$ cat config.mk
export PLATFORM = sky130hd
export DESIGN_NAME = boolean_infix_to_postfix_unit
export DESIGN_NICKNAME = d
export VERILOG_FILES = /design/src/design/bitp_pkg.sv /design/src/design/boolean_infix_to_postfix_unit.sv
export VERILOG_INCLUDE_DIRS = /design/src /design/src/design
export SDC_FILE = /design/constraint.sdc
export NUM_CORES = 1
export LEC_CHECK = 0
export ABC_CLOCK_PERIOD_IN_PS = 3550
export BUFFER_PORTS_ARGS = -buffer_cell sky130_fd_sc_hd__buf_2
export CAP_MARGIN = 20
export CORE_MARGIN = 10
export CORE_UTILIZATION = 40
export CTS_CLUSTER_SIZE = 30
export DETAILED_ROUTE_END_ITERATION = 10
export GPL_ROUTABILITY_DRIVEN = 0
export GPL_TIMING_DRIVEN = 0
export PLACE_DENSITY_LB_ADDON = 0.15
export SYNTH_ARGS = -nofsm -noshare
export SYNTH_HDL_FRONTEND = slang
export SYNTH_SLANG_ARGS = --single-unit
$ cat constraint.sdc
create_clock -name clk -period 3.55 [get_ports clk]
set_input_delay 0.1775 -clock clk [delete_from_list [all_inputs] [get_ports clk]]
set_output_delay 0.1775 -clock clk [all_outputs]
set_load 0.01 [all_outputs]
$ cat src/design/boolean_infix_to_postfix_unit_assert.svh
// Assertion macros shared by the infix-to-postfix converter.
`ifndef BOOLEAN_INFIX_TO_POSTFIX_UNIT_ASSERT_SVH
`define BOOLEAN_INFIX_TO_POSTFIX_UNIT_ASSERT_SVH

// Same-cycle implication, sampled on clk and disabled during reset.
`define BITP_ASSERT_NOW(lbl, pre, post, msg) \
	lbl: assert property (@(posedge clk) disable iff (!arst_n) (pre) |-> (post)) \
		else $error(msg);

// Next-cycle implication, sampled on clk and disabled during reset.
`define BITP_ASSERT_NEXT(lbl, pre, post, msg) \
	lbl: assert property (@(posedge clk) disable iff (!arst_n) (pre) |=> (post)) \
		else $error(msg);

`endif

$ cat src/design/bitp_pkg.sv
// Types, codes and the priority table of the infix-to-postfix converter.
package bitp_pkg;

	// Operator stack geometry.
	localparam int STACK_DEPTH = 16;
	localparam int CNT_W = $clog2(STACK_DEPTH + 1);
	localparam int ADDR_W = $clog2(STACK_DEPTH);

	// Input token kinds.
	localparam logic [2:0] KIND_OPERAND = 3'd0;
	localparam logic [2:0] KIND_OPERATOR = 3'd1;
	localparam logic [2:0] KIND_OPEN = 3'd2;
	localparam logic [2:0] KIND_CLOSE = 3'd3;
	localparam logic [2:0] KIND_END = 3'd4;

	// Emitted token kinds.
	localparam logic [1:0] TK_OPERAND = 2'd0;
	localparam logic [1:0] TK_OPERATOR = 2'd1;
	localparam logic [1:0] TK_END = 2'd2;

	// Operator codes and the stack mark of an open paren.
	localparam logic [3:0] OPR_NOT = 4'd0;
	localparam logic [3:0] OPR_OR = 4'd1;
	localparam logic [3:0] OPR_AND = 4'd2;
	localparam logic [3:0] OPR_XOR = 4'd3;
	localparam logic [3:0] OPR_EQV = 4'd4;
	localparam logic [3:0] OPR_IMP = 4'd5;
	localparam logic [3:0] OPR_NIMP = 4'd6;
	localparam logic [3:0] OPR_NOR = 4'd7;
	localparam logic [3:0] OPR_NAND = 4'd8;
	localparam logic [3:0] OPR_MAX = OPR_NAND;
	localparam logic [3:0] PAREN_MARK = 4'd15;

	// Sequencer states.
	typedef enum logic [1:0] {
		ST_IDLE,
		ST_TOP,
		ST_FIN
	} state_t;

	// Binding priority of an operator; higher binds tighter.
	function automatic logic [2:0] prio(input logic [3:0] code);
		logic [2:0] p;
		case (code)
			OPR_NOT:  p = 3'd6;
			OPR_OR:   p = 3'd3;
			OPR_AND:  p = 3'd5;
			OPR_XOR:  p = 3'd4;
			OPR_EQV:  p = 3'd1;
			OPR_IMP:  p = 3'd2;
			OPR_NIMP: p = 3'd2;
			OPR_NOR:  p = 3'd3;
			OPR_NAND: p = 3'd5;
			default:  p = 3'd0;
		endcase
		return p;
	endfunction

endpackage

$ cat src/design/boolean_infix_to_postfix_unit.sv
// Top level of the shunting-yard converter from boolean infix tokens to postfix tokens.

// Takes one token per input beat and emits postfix tokens on the result channel, with last
// set on the final result beat that a token causes. An operand token comes out in the cycle
// after it is accepted. An operator, close paren or end token is accepted, then examines
// the stack entries one by one, each pop waiting on the registered read of the operator
// stack memory, then closes by flushing its pending operator and any error or end-marker
// beat; a stalled result channel holds it up, and no new token is taken until it is done.
// The stack lives in a 16-entry synchronous memory that needs no clearing pass after
// reset. A push onto a full stack is dropped and reported by a result beat with stack_error
// set; open parens still stacked at the end are discarded silently.
`include "boolean_infix_to_postfix_unit_assert.svh"

module boolean_infix_to_postfix_unit (
	input  logic       clk,
	input  logic       arst_n,
	input  logic       item_valid,
	output logic       item_stall,
	input  logic [2:0] op,
	input  logic [7:0] operand_symbol,
	input  logic [3:0] operator_code,
	output logic       result_valid,
	input  logic       result_stall,
	output logic [1:0] token_kind,
	output logic [7:0] token_value,
	output logic       stack_error,
	output logic       last
);
	import bitp_pkg::*;

	state_t              state_q, state_d;
	logic [2:0]          kind_q, kind_d;
	logic [3:0]          code_q, code_d;
	logic [CNT_W-1:0]    count_q, count_d;
	logic                pend_valid_q, pend_valid_d;
	logic [3:0]          pend_value_q, pend_value_d;

	logic                res_valid_q;
	logic [1:0]          token_kind_q;
	logic [7:0]          token_value_q;
	logic                stack_error_q;
	logic                last_q;

	logic [3:0]          stack_mem [STACK_DEPTH];
	logic [3:0]          rd_data_q;
	logic                rd_en, wr_en;
	logic [ADDR_W-1:0]   rd_addr, wr_addr;

	logic                emit;
	logic [1:0]          e_kind;
	logic [7:0]          e_value;
	logic                e_err, e_last;

	logic                can_emit, accept;
	logic                stack_full, is_push_kind, has_tail;
	logic                top_paren, take, keep;

	// The result register can take a new beat when empty or being drained.
	assign can_emit = !res_valid_q || !result_stall;
	assign item_stall = !((state_q == ST_IDLE) && can_emit);
	assign accept = item_valid && !item_stall;

	assign stack_full = count_q >= CNT_W'(STACK_DEPTH);
	assign is_push_kind = (kind_q == KIND_OPERATOR) || (kind_q == KIND_OPEN);
	assign has_tail = (kind_q == KIND_END) || (is_push_kind && stack_full);

	// Decide whether the entry just read from the top of the stack is popped.
	assign top_paren = rd_data_q == PAREN_MARK;
	always_comb begin
		case (kind_q)
			KIND_OPERATOR: begin
				if (rd_data_q == OPR_NOT) begin
					take = !top_paren && (prio(rd_data_q) > prio(code_q));
				end else begin
					take = !top_paren && (prio(rd_data_q) >= prio(code_q));
				end
			end
			KIND_CLOSE: take = !top_paren;
			KIND_END:   take = 1'b1;
			default:    take = 1'b0;
		endcase
	end
	assign keep = take && !top_paren;

	// Sequencer: next state, stack accesses and result beats.
	always_comb begin
		logic start_pop;
		start_pop = 1'b0;
		state_d = state_q;
		kind_d = kind_q;
		code_d = code_q;
		count_d = count_q;
		pend_valid_d = pend_valid_q;
		pend_value_d = pend_value_q;
		rd_en = 1'b0;
		rd_addr = ADDR_W'(count_q - CNT_W'(1));
		wr_en = 1'b0;
		wr_addr = count_q[ADDR_W-1:0];
		emit = 1'b0;
		e_kind = TK_OPERATOR;
		e_value = 8'(pend_value_q);
		e_err = 1'b0;
		e_last = 1'b0;

		unique case (state_q)
			ST_IDLE: begin
				if (accept) begin
					case (op) inside
						KIND_OPERAND: begin
							emit = 1'b1;
							e_kind = TK_OPERAND;
							e_value = operand_symbol;
							e_last = 1'b1;
						end
						KIND_OPERATOR: begin
							if (operator_code <= OPR_MAX) begin
								start_pop = 1'b1;
							end
						end
						KIND_OPEN: begin
							kind_d = op;
							code_d = PAREN_MARK;
							state_d = ST_FIN;
						end
						KIND_CLOSE, KIND_END: begin
							start_pop = 1'b1;
						end
						default: begin
						end
					endcase
					if (start_pop) begin
						kind_d = op;
						code_d = operator_code;
						if (count_q != '0) begin
							rd_en = 1'b1;
							state_d = ST_TOP;
						end else begin
							state_d = ST_FIN;
						end
					end
				end
			end

			// The top entry is in rd_data_q; a popped operator waits in the pending
			// register until it is known whether another beat follows it.
			ST_TOP: begin
				if (take) begin
					if (!(keep && pend_valid_q && !can_emit)) begin
						if (keep && pend_valid_q) begin
							emit = 1'b1;
						end
						if (keep) begin
							pend_valid_d = 1'b1;
							pend_value_d = rd_data_q;
						end
						count_d = count_q - CNT_W'(1);
						if (count_q > CNT_W'(1)) begin
							rd_en = 1'b1;
							rd_addr = ADDR_W'(count_q - CNT_W'(2));
						end else begin
							state_d = ST_FIN;
						end
					end
				end else begin
					// A close paren removes the open paren it stops at.
					if (kind_q == KIND_CLOSE) begin
						count_d = count_q - CNT_W'(1);
					end
					state_d = ST_FIN;
				end
			end

			// Flush the pending operator, then either the error or end beat or the push.
			ST_FIN: begin
				if (pend_valid_q) begin
					if (can_emit) begin
						emit = 1'b1;
						e_last = !has_tail;
						pend_valid_d = 1'b0;
						if (!has_tail) begin
							if (is_push_kind) begin
								wr_en = 1'b1;
								count_d = count_q + CNT_W'(1);
							end
							state_d = ST_IDLE;
						end
					end
				end else if (has_tail) begin
					if (can_emit) begin
						emit = 1'b1;
						e_last = 1'b1;
						e_value = '0;
						if (kind_q == KIND_END) begin
							e_kind = TK_END;
						end else begin
							e_kind = TK_OPERAND;
							e_err = 1'b1;
						end
						state_d = ST_IDLE;
					end
				end else begin
					if (is_push_kind) begin
						wr_en = 1'b1;
						count_d = count_q + CNT_W'(1);
					end
					state_d = ST_IDLE;
				end
			end

			default: state_d = ST_IDLE;
		endcase
	end

	// Operator stack memory with a registered read port; reads and writes never
	// target the same cycle, so no forwarding is needed.
	always_ff @(posedge clk) begin
		if (wr_en) begin
			stack_mem[wr_addr] <= code_q;
		end
		if (rd_en) begin
			rd_data_q <= stack_mem[rd_addr];
		end
	end

	// Control registers.
	always_ff @(posedge clk or negedge arst_n) begin
		if (!arst_n) begin
			state_q <= ST_IDLE;
			kind_q <= KIND_OPERAND;
			count_q <= '0;
			pend_valid_q <= 1'b0;
			res_valid_q <= 1'b0;
		end else begin
			state_q <= state_d;
			kind_q <= kind_d;
			count_q <= count_d;
			pend_valid_q <= pend_valid_d;
			if (emit) begin
				res_valid_q <= 1'b1;
			end else if (!result_stall) begin
				res_valid_q <= 1'b0;
			end
		end
	end

	// Payload registers.
	always_ff @(posedge clk) begin
		code_q <= code_d;
		pend_value_q <= pend_value_d;
		if (emit) begin
			token_kind_q <= e_kind;
			token_value_q <= e_value;
			stack_error_q <= e_err;
			last_q <= e_last;
		end
	end

	assign result_valid = res_valid_q;
	assign token_kind = token_kind_q;
	assign token_value = token_value_q;
	assign stack_error = stack_error_q;
	assign last = last_q;

	`BITP_ASSERT_NOW(a_count_range, 1'b1, count_q <= CNT_W'(STACK_DEPTH), "stack count over depth")
	`BITP_ASSERT_NOW(a_top_nonempty, state_q == ST_TOP, count_q != '0, "stack read with empty stack")
	`BITP_ASSERT_NOW(a_idle_no_pend, state_q == ST_IDLE, !pend_valid_q, "pending pop left in idle")
	`BITP_ASSERT_NOW(a_err_is_last, res_valid_q && stack_error_q, last_q, "error beat not last")
	`BITP_ASSERT_NEXT(a_operand_out, accept && (op == KIND_OPERAND), res_valid_q && last_q && (token_kind_q == TK_OPERAND), "operand beat not emitted")

endmodule

==> impl_metrics.json <==
{
  "fin_ws_ps": -110,
  "worstPathArrival_ps": 3750,
  "p_leak_nw": 2.23,
  "vias_per_cell": 5.45,
  "grt_usage_pct": 13.2,
  "grt_pass1_wl_mm": 18.7,
  "cts_root_buf": "clkbuf_16",
  "synthArstFlopShare_pct": 11.7,
  "dpl_cell_area_sq_mm": 0.00579,
  "holdPathStages": 2,
  "ys_ff_latch": 103,
  "required_ps": 3640,
  "synth_nets": 426,
  "powerDensity_mw_per_mm2": 845,
  "io_pins": 33,
  "slew_viol_final": 0,
  "grt_max_degree": 18,
  "hold-path-endpoint": "token_value[4]$_DFFE_PP_",
  "setup.worst_path.class": "register to register",
  "clk_path_buf_depth": 2,
  "ir_worst_vdd_uv": 405,
  "hold_viol": 0,
  "die_y_um": 136,
  "final_core_util_pct": 47.5,
  "core_area_sq_mm": 0.0132,
  "reg2reg_to": "rd_data_q[2]$_DFFE_PP_",
  "r2r_cells": 14,
  "cp-end-kind": "register",
  "syn_inst": 386,
  "critPathMaxFanout": 7,
  "reg2reg_from": "rd_data_q[1]$_DFFE_PP_",
  "synth_largest_area_cell": "edfxtp_1",
  "drtPass1Iterations": 4,
  "avgSynthCellArea_sq_um": 14.0,
  "synth_edf_count": 88,
  "place_ws_ps": -684,
  "antenna_found_initial": 0,
  "fmax_mhz": 273,
  "grt_overflow": 0,
  "die_area_sq_mm": 0.0186,
  "drt-total-wl_mm": 11.8,
  "hold_path_class": "primary input to register",
  "grt_pass1_vias": 3401,
  "htree_levels": 3,
  "wl_per_cell_um": 19.0,
  "nets": 480,
  "drtIter0Drc": 156,
  "syn_area_sq_mm": 0.00541,
  "io_buffers": 32,
  "yosys.cell_types.count": 59,
  "grt_setup_unrepaired": "true",
  "maxSlewHeadroom_pct": 42.9,
  "final_area_sq_mm": 0.00629,
  "synth_commonest_cells": "88 x edfxtp_1, 34 x nor2_1, 31 x mux4_2, 28 x nand2_1, 21 x ha_1",
  "ant_nets": 0,
  "status": "complete, but fails checks",
  "synth_top_flop_cell": "edfxtp_1",
  "vias": 3384,
  "hp-start": "operand_symbol[4]",
  "die_x_um": 136,
  "synth.most_common_cell": "edfxtp_1",
  "antenna_cells": 0,
  "synth_area_leaders": "edfxtp_1 49%, mux4_2 13%, dfrtp_1 5.6%",
  "violations": "setup timing",
  "startpoint_type": "register",
  "fin_worst_skew_ps": 11.1,
  "syn2layout_area_growth_pct": 16.4,
  "drv_cap": 0,
  "clk_latency_ps": 350,
  "clkTransAtPathRegs_ps": 70,
  "cts_buffers": 9,
  "fin_crit_ps": 3660,
  "yosysWarningCount": 0,
  "synth.top_cell.area_share_pct": 48.9,
  "cts_tree": "done",
  "n_fill_cell": 1175,
  "post-route-period-util_pct": 103,
  "clock-sinks": 103,
  "initial_core_util_pct": 40.8,
  "worstMarginPinSlew_ps": 856,
  "setup_viol": 3,
  "drcViolationCount": 0,
  "drive_gt1_share_pct": 31.5,
  "hpwl_mm": 8.47,
  "seq_area_frac_synth_pct": 55.5,
  "rows": 42,
  "reg2reg_slack_ps": -110
}
[state kept, by name, summed over array words and instances, names as in the netlist, named ones only]
signal        flops
token_kind        2
state_q           2
stack_mem        64
pend_value_q      4
stack_error       1
last              1
rd_data_q         4
token_value       8
pend_valid_q      1
result_valid      1
kind_q            3
count_q           5
code_q            4
[critical path, cell delays in order, from the launching register on]
cell      delay, ps
edfxtp_1        420
inv_2           140
ha_4            210
xor2_1          140
o21ai_1          70
ha_1            300
nand2_1          50
or4b_4          520
a221oi_4        340
nor3_2           70
or3_4           440
buf_12          170
mux2_4          310
o22ai_4         170
a221oi_2         50
[worst max-delay path by stage]
stage	startpoint	slack, ps	cells after the start	end
after floorplan	rd_data_q[1]$_DFFE_PP_	20	13	last$_DFFE_PP_
after global placement	count_q[0]$_DFFE_PN0P_	-640	10	rd_data_q[0]$_DFFE_PP_
after detailed placement	count_q[0]$_DFFE_PN0P_	-680	10	rd_data_q[0]$_DFFE_PP_
after CTS	rd_data_q[1]$_DFFE_PP_	-120	15	rd_data_q[2]$_DFFE_PP_
after global routing	rd_data_q[1]$_DFFE_PP_	-240	14	rd_data_q[2]$_DFFE_PP_
final	rd_data_q[1]$_DFFE_PP_	-110	14	rd_data_q[2]$_DFFE_PP_
[cell families after synthesis]
family	count (synthesis)	synth area share (%)
mux	51	16.9
xor+xnor	9	1.46
buf+inv	29	2.52
compound gates	61	8.38
flops	103	55.5
fa+ha+maj	21	4.86
simple gates	112	10.3
[final cells by class]
cell class | count | area, sq um | area share (%)
timing repair buffer | 44 | 278 | 4.41
tap | 176 | 220 | 3.50
sequential | 103 | 3000 | 47.7
buffer | 15 | 83.8 | 1.33
multi-input combinational | 254 | 2350 | 37.4
inverter | 13 | 48.8 | 0.775
clock inverter | 5 | 65.1 | 1.03
clock buffer | 11 | 243 | 3.86
[power by group]
group | internal [mW] | total, mW | switching [mW]
Combinational | 1.27 | 2.64 | 1.37
Sequential | 1.51 | 1.65 | 0.138
Clock | 0.574 | 1.03 | 0.453
Total | 3.35 | 5.32 | 1.96
[per-layer routing]
| layer | track usage [%] | routed length (um) | vias up |
|---|---|---|---|
| met3 | 2.69 | 608 | 21 |
| met1 | 16.7 | 5210 | 1684 |
| li1 | - | - | 1605 |
| met2 | 21.2 | 5690 | 74 |
| met4 | 6.15 | 311 | 0 |
| met5 | 0 | 0 | - |
[through the flow]
step	hold slack [ps]	cells	power [mW]	TNS [ps]
final	101	621	5.32	-156
after global routing	107	621	5.67	-753
after CTS	89.8	619	5.30	-291
after detailed placement	86.0	594	4.09	-10470
after global placement	78.1	594	4.07	-10140
after floorplan	-118	386	3.52	0
[timing repair]
action                                  4_1_cts  5_1_grt
hold buffers                                  1        0
cloned                                        0        0
endpoints found under the setup margin       20       20
setup buffers                                 8        2
endpoints found under the hold margin        12        0
pin swaps                                     8        8
resized for setup                            17        9
[layout by cell type, fill, tap and decap left out, types with 3 or more instances in the layout]
cell type,Yosys,final
clkbuf_1,9,7
inv_1,13,11
a31oi_1,4,4
nand2_1,28,28
buf_12,1,3
a21oi_1,13,11
mux2i_1,9,9
clkbuf_16,0,9
xnor2_1,5,5
a211oi_1,3,3
o22a_1,3,3
xor2_1,4,4
or2_2,8,8
buf_2,3,35
nor3_1,6,5
and2_1,4,4
nand3b_1,3,3
nor2_1,34,34
dfxtp_1,3,3
o21ai_1,2,4
o21ai_0,7,5
dfrtp_1,12,12
mux2_2,10,10
nand3_1,8,8
a22o_1,4,4
ha_1,21,19
nor2b_1,3,3
clkbuf_2,0,3
mux4_2,31,31
buf_4,0,9
nor3b_1,3,3
edfxtp_1,88,88
nand2b_1,7,7
o22ai_1,5,3
(Power assumes the default switching activity.)
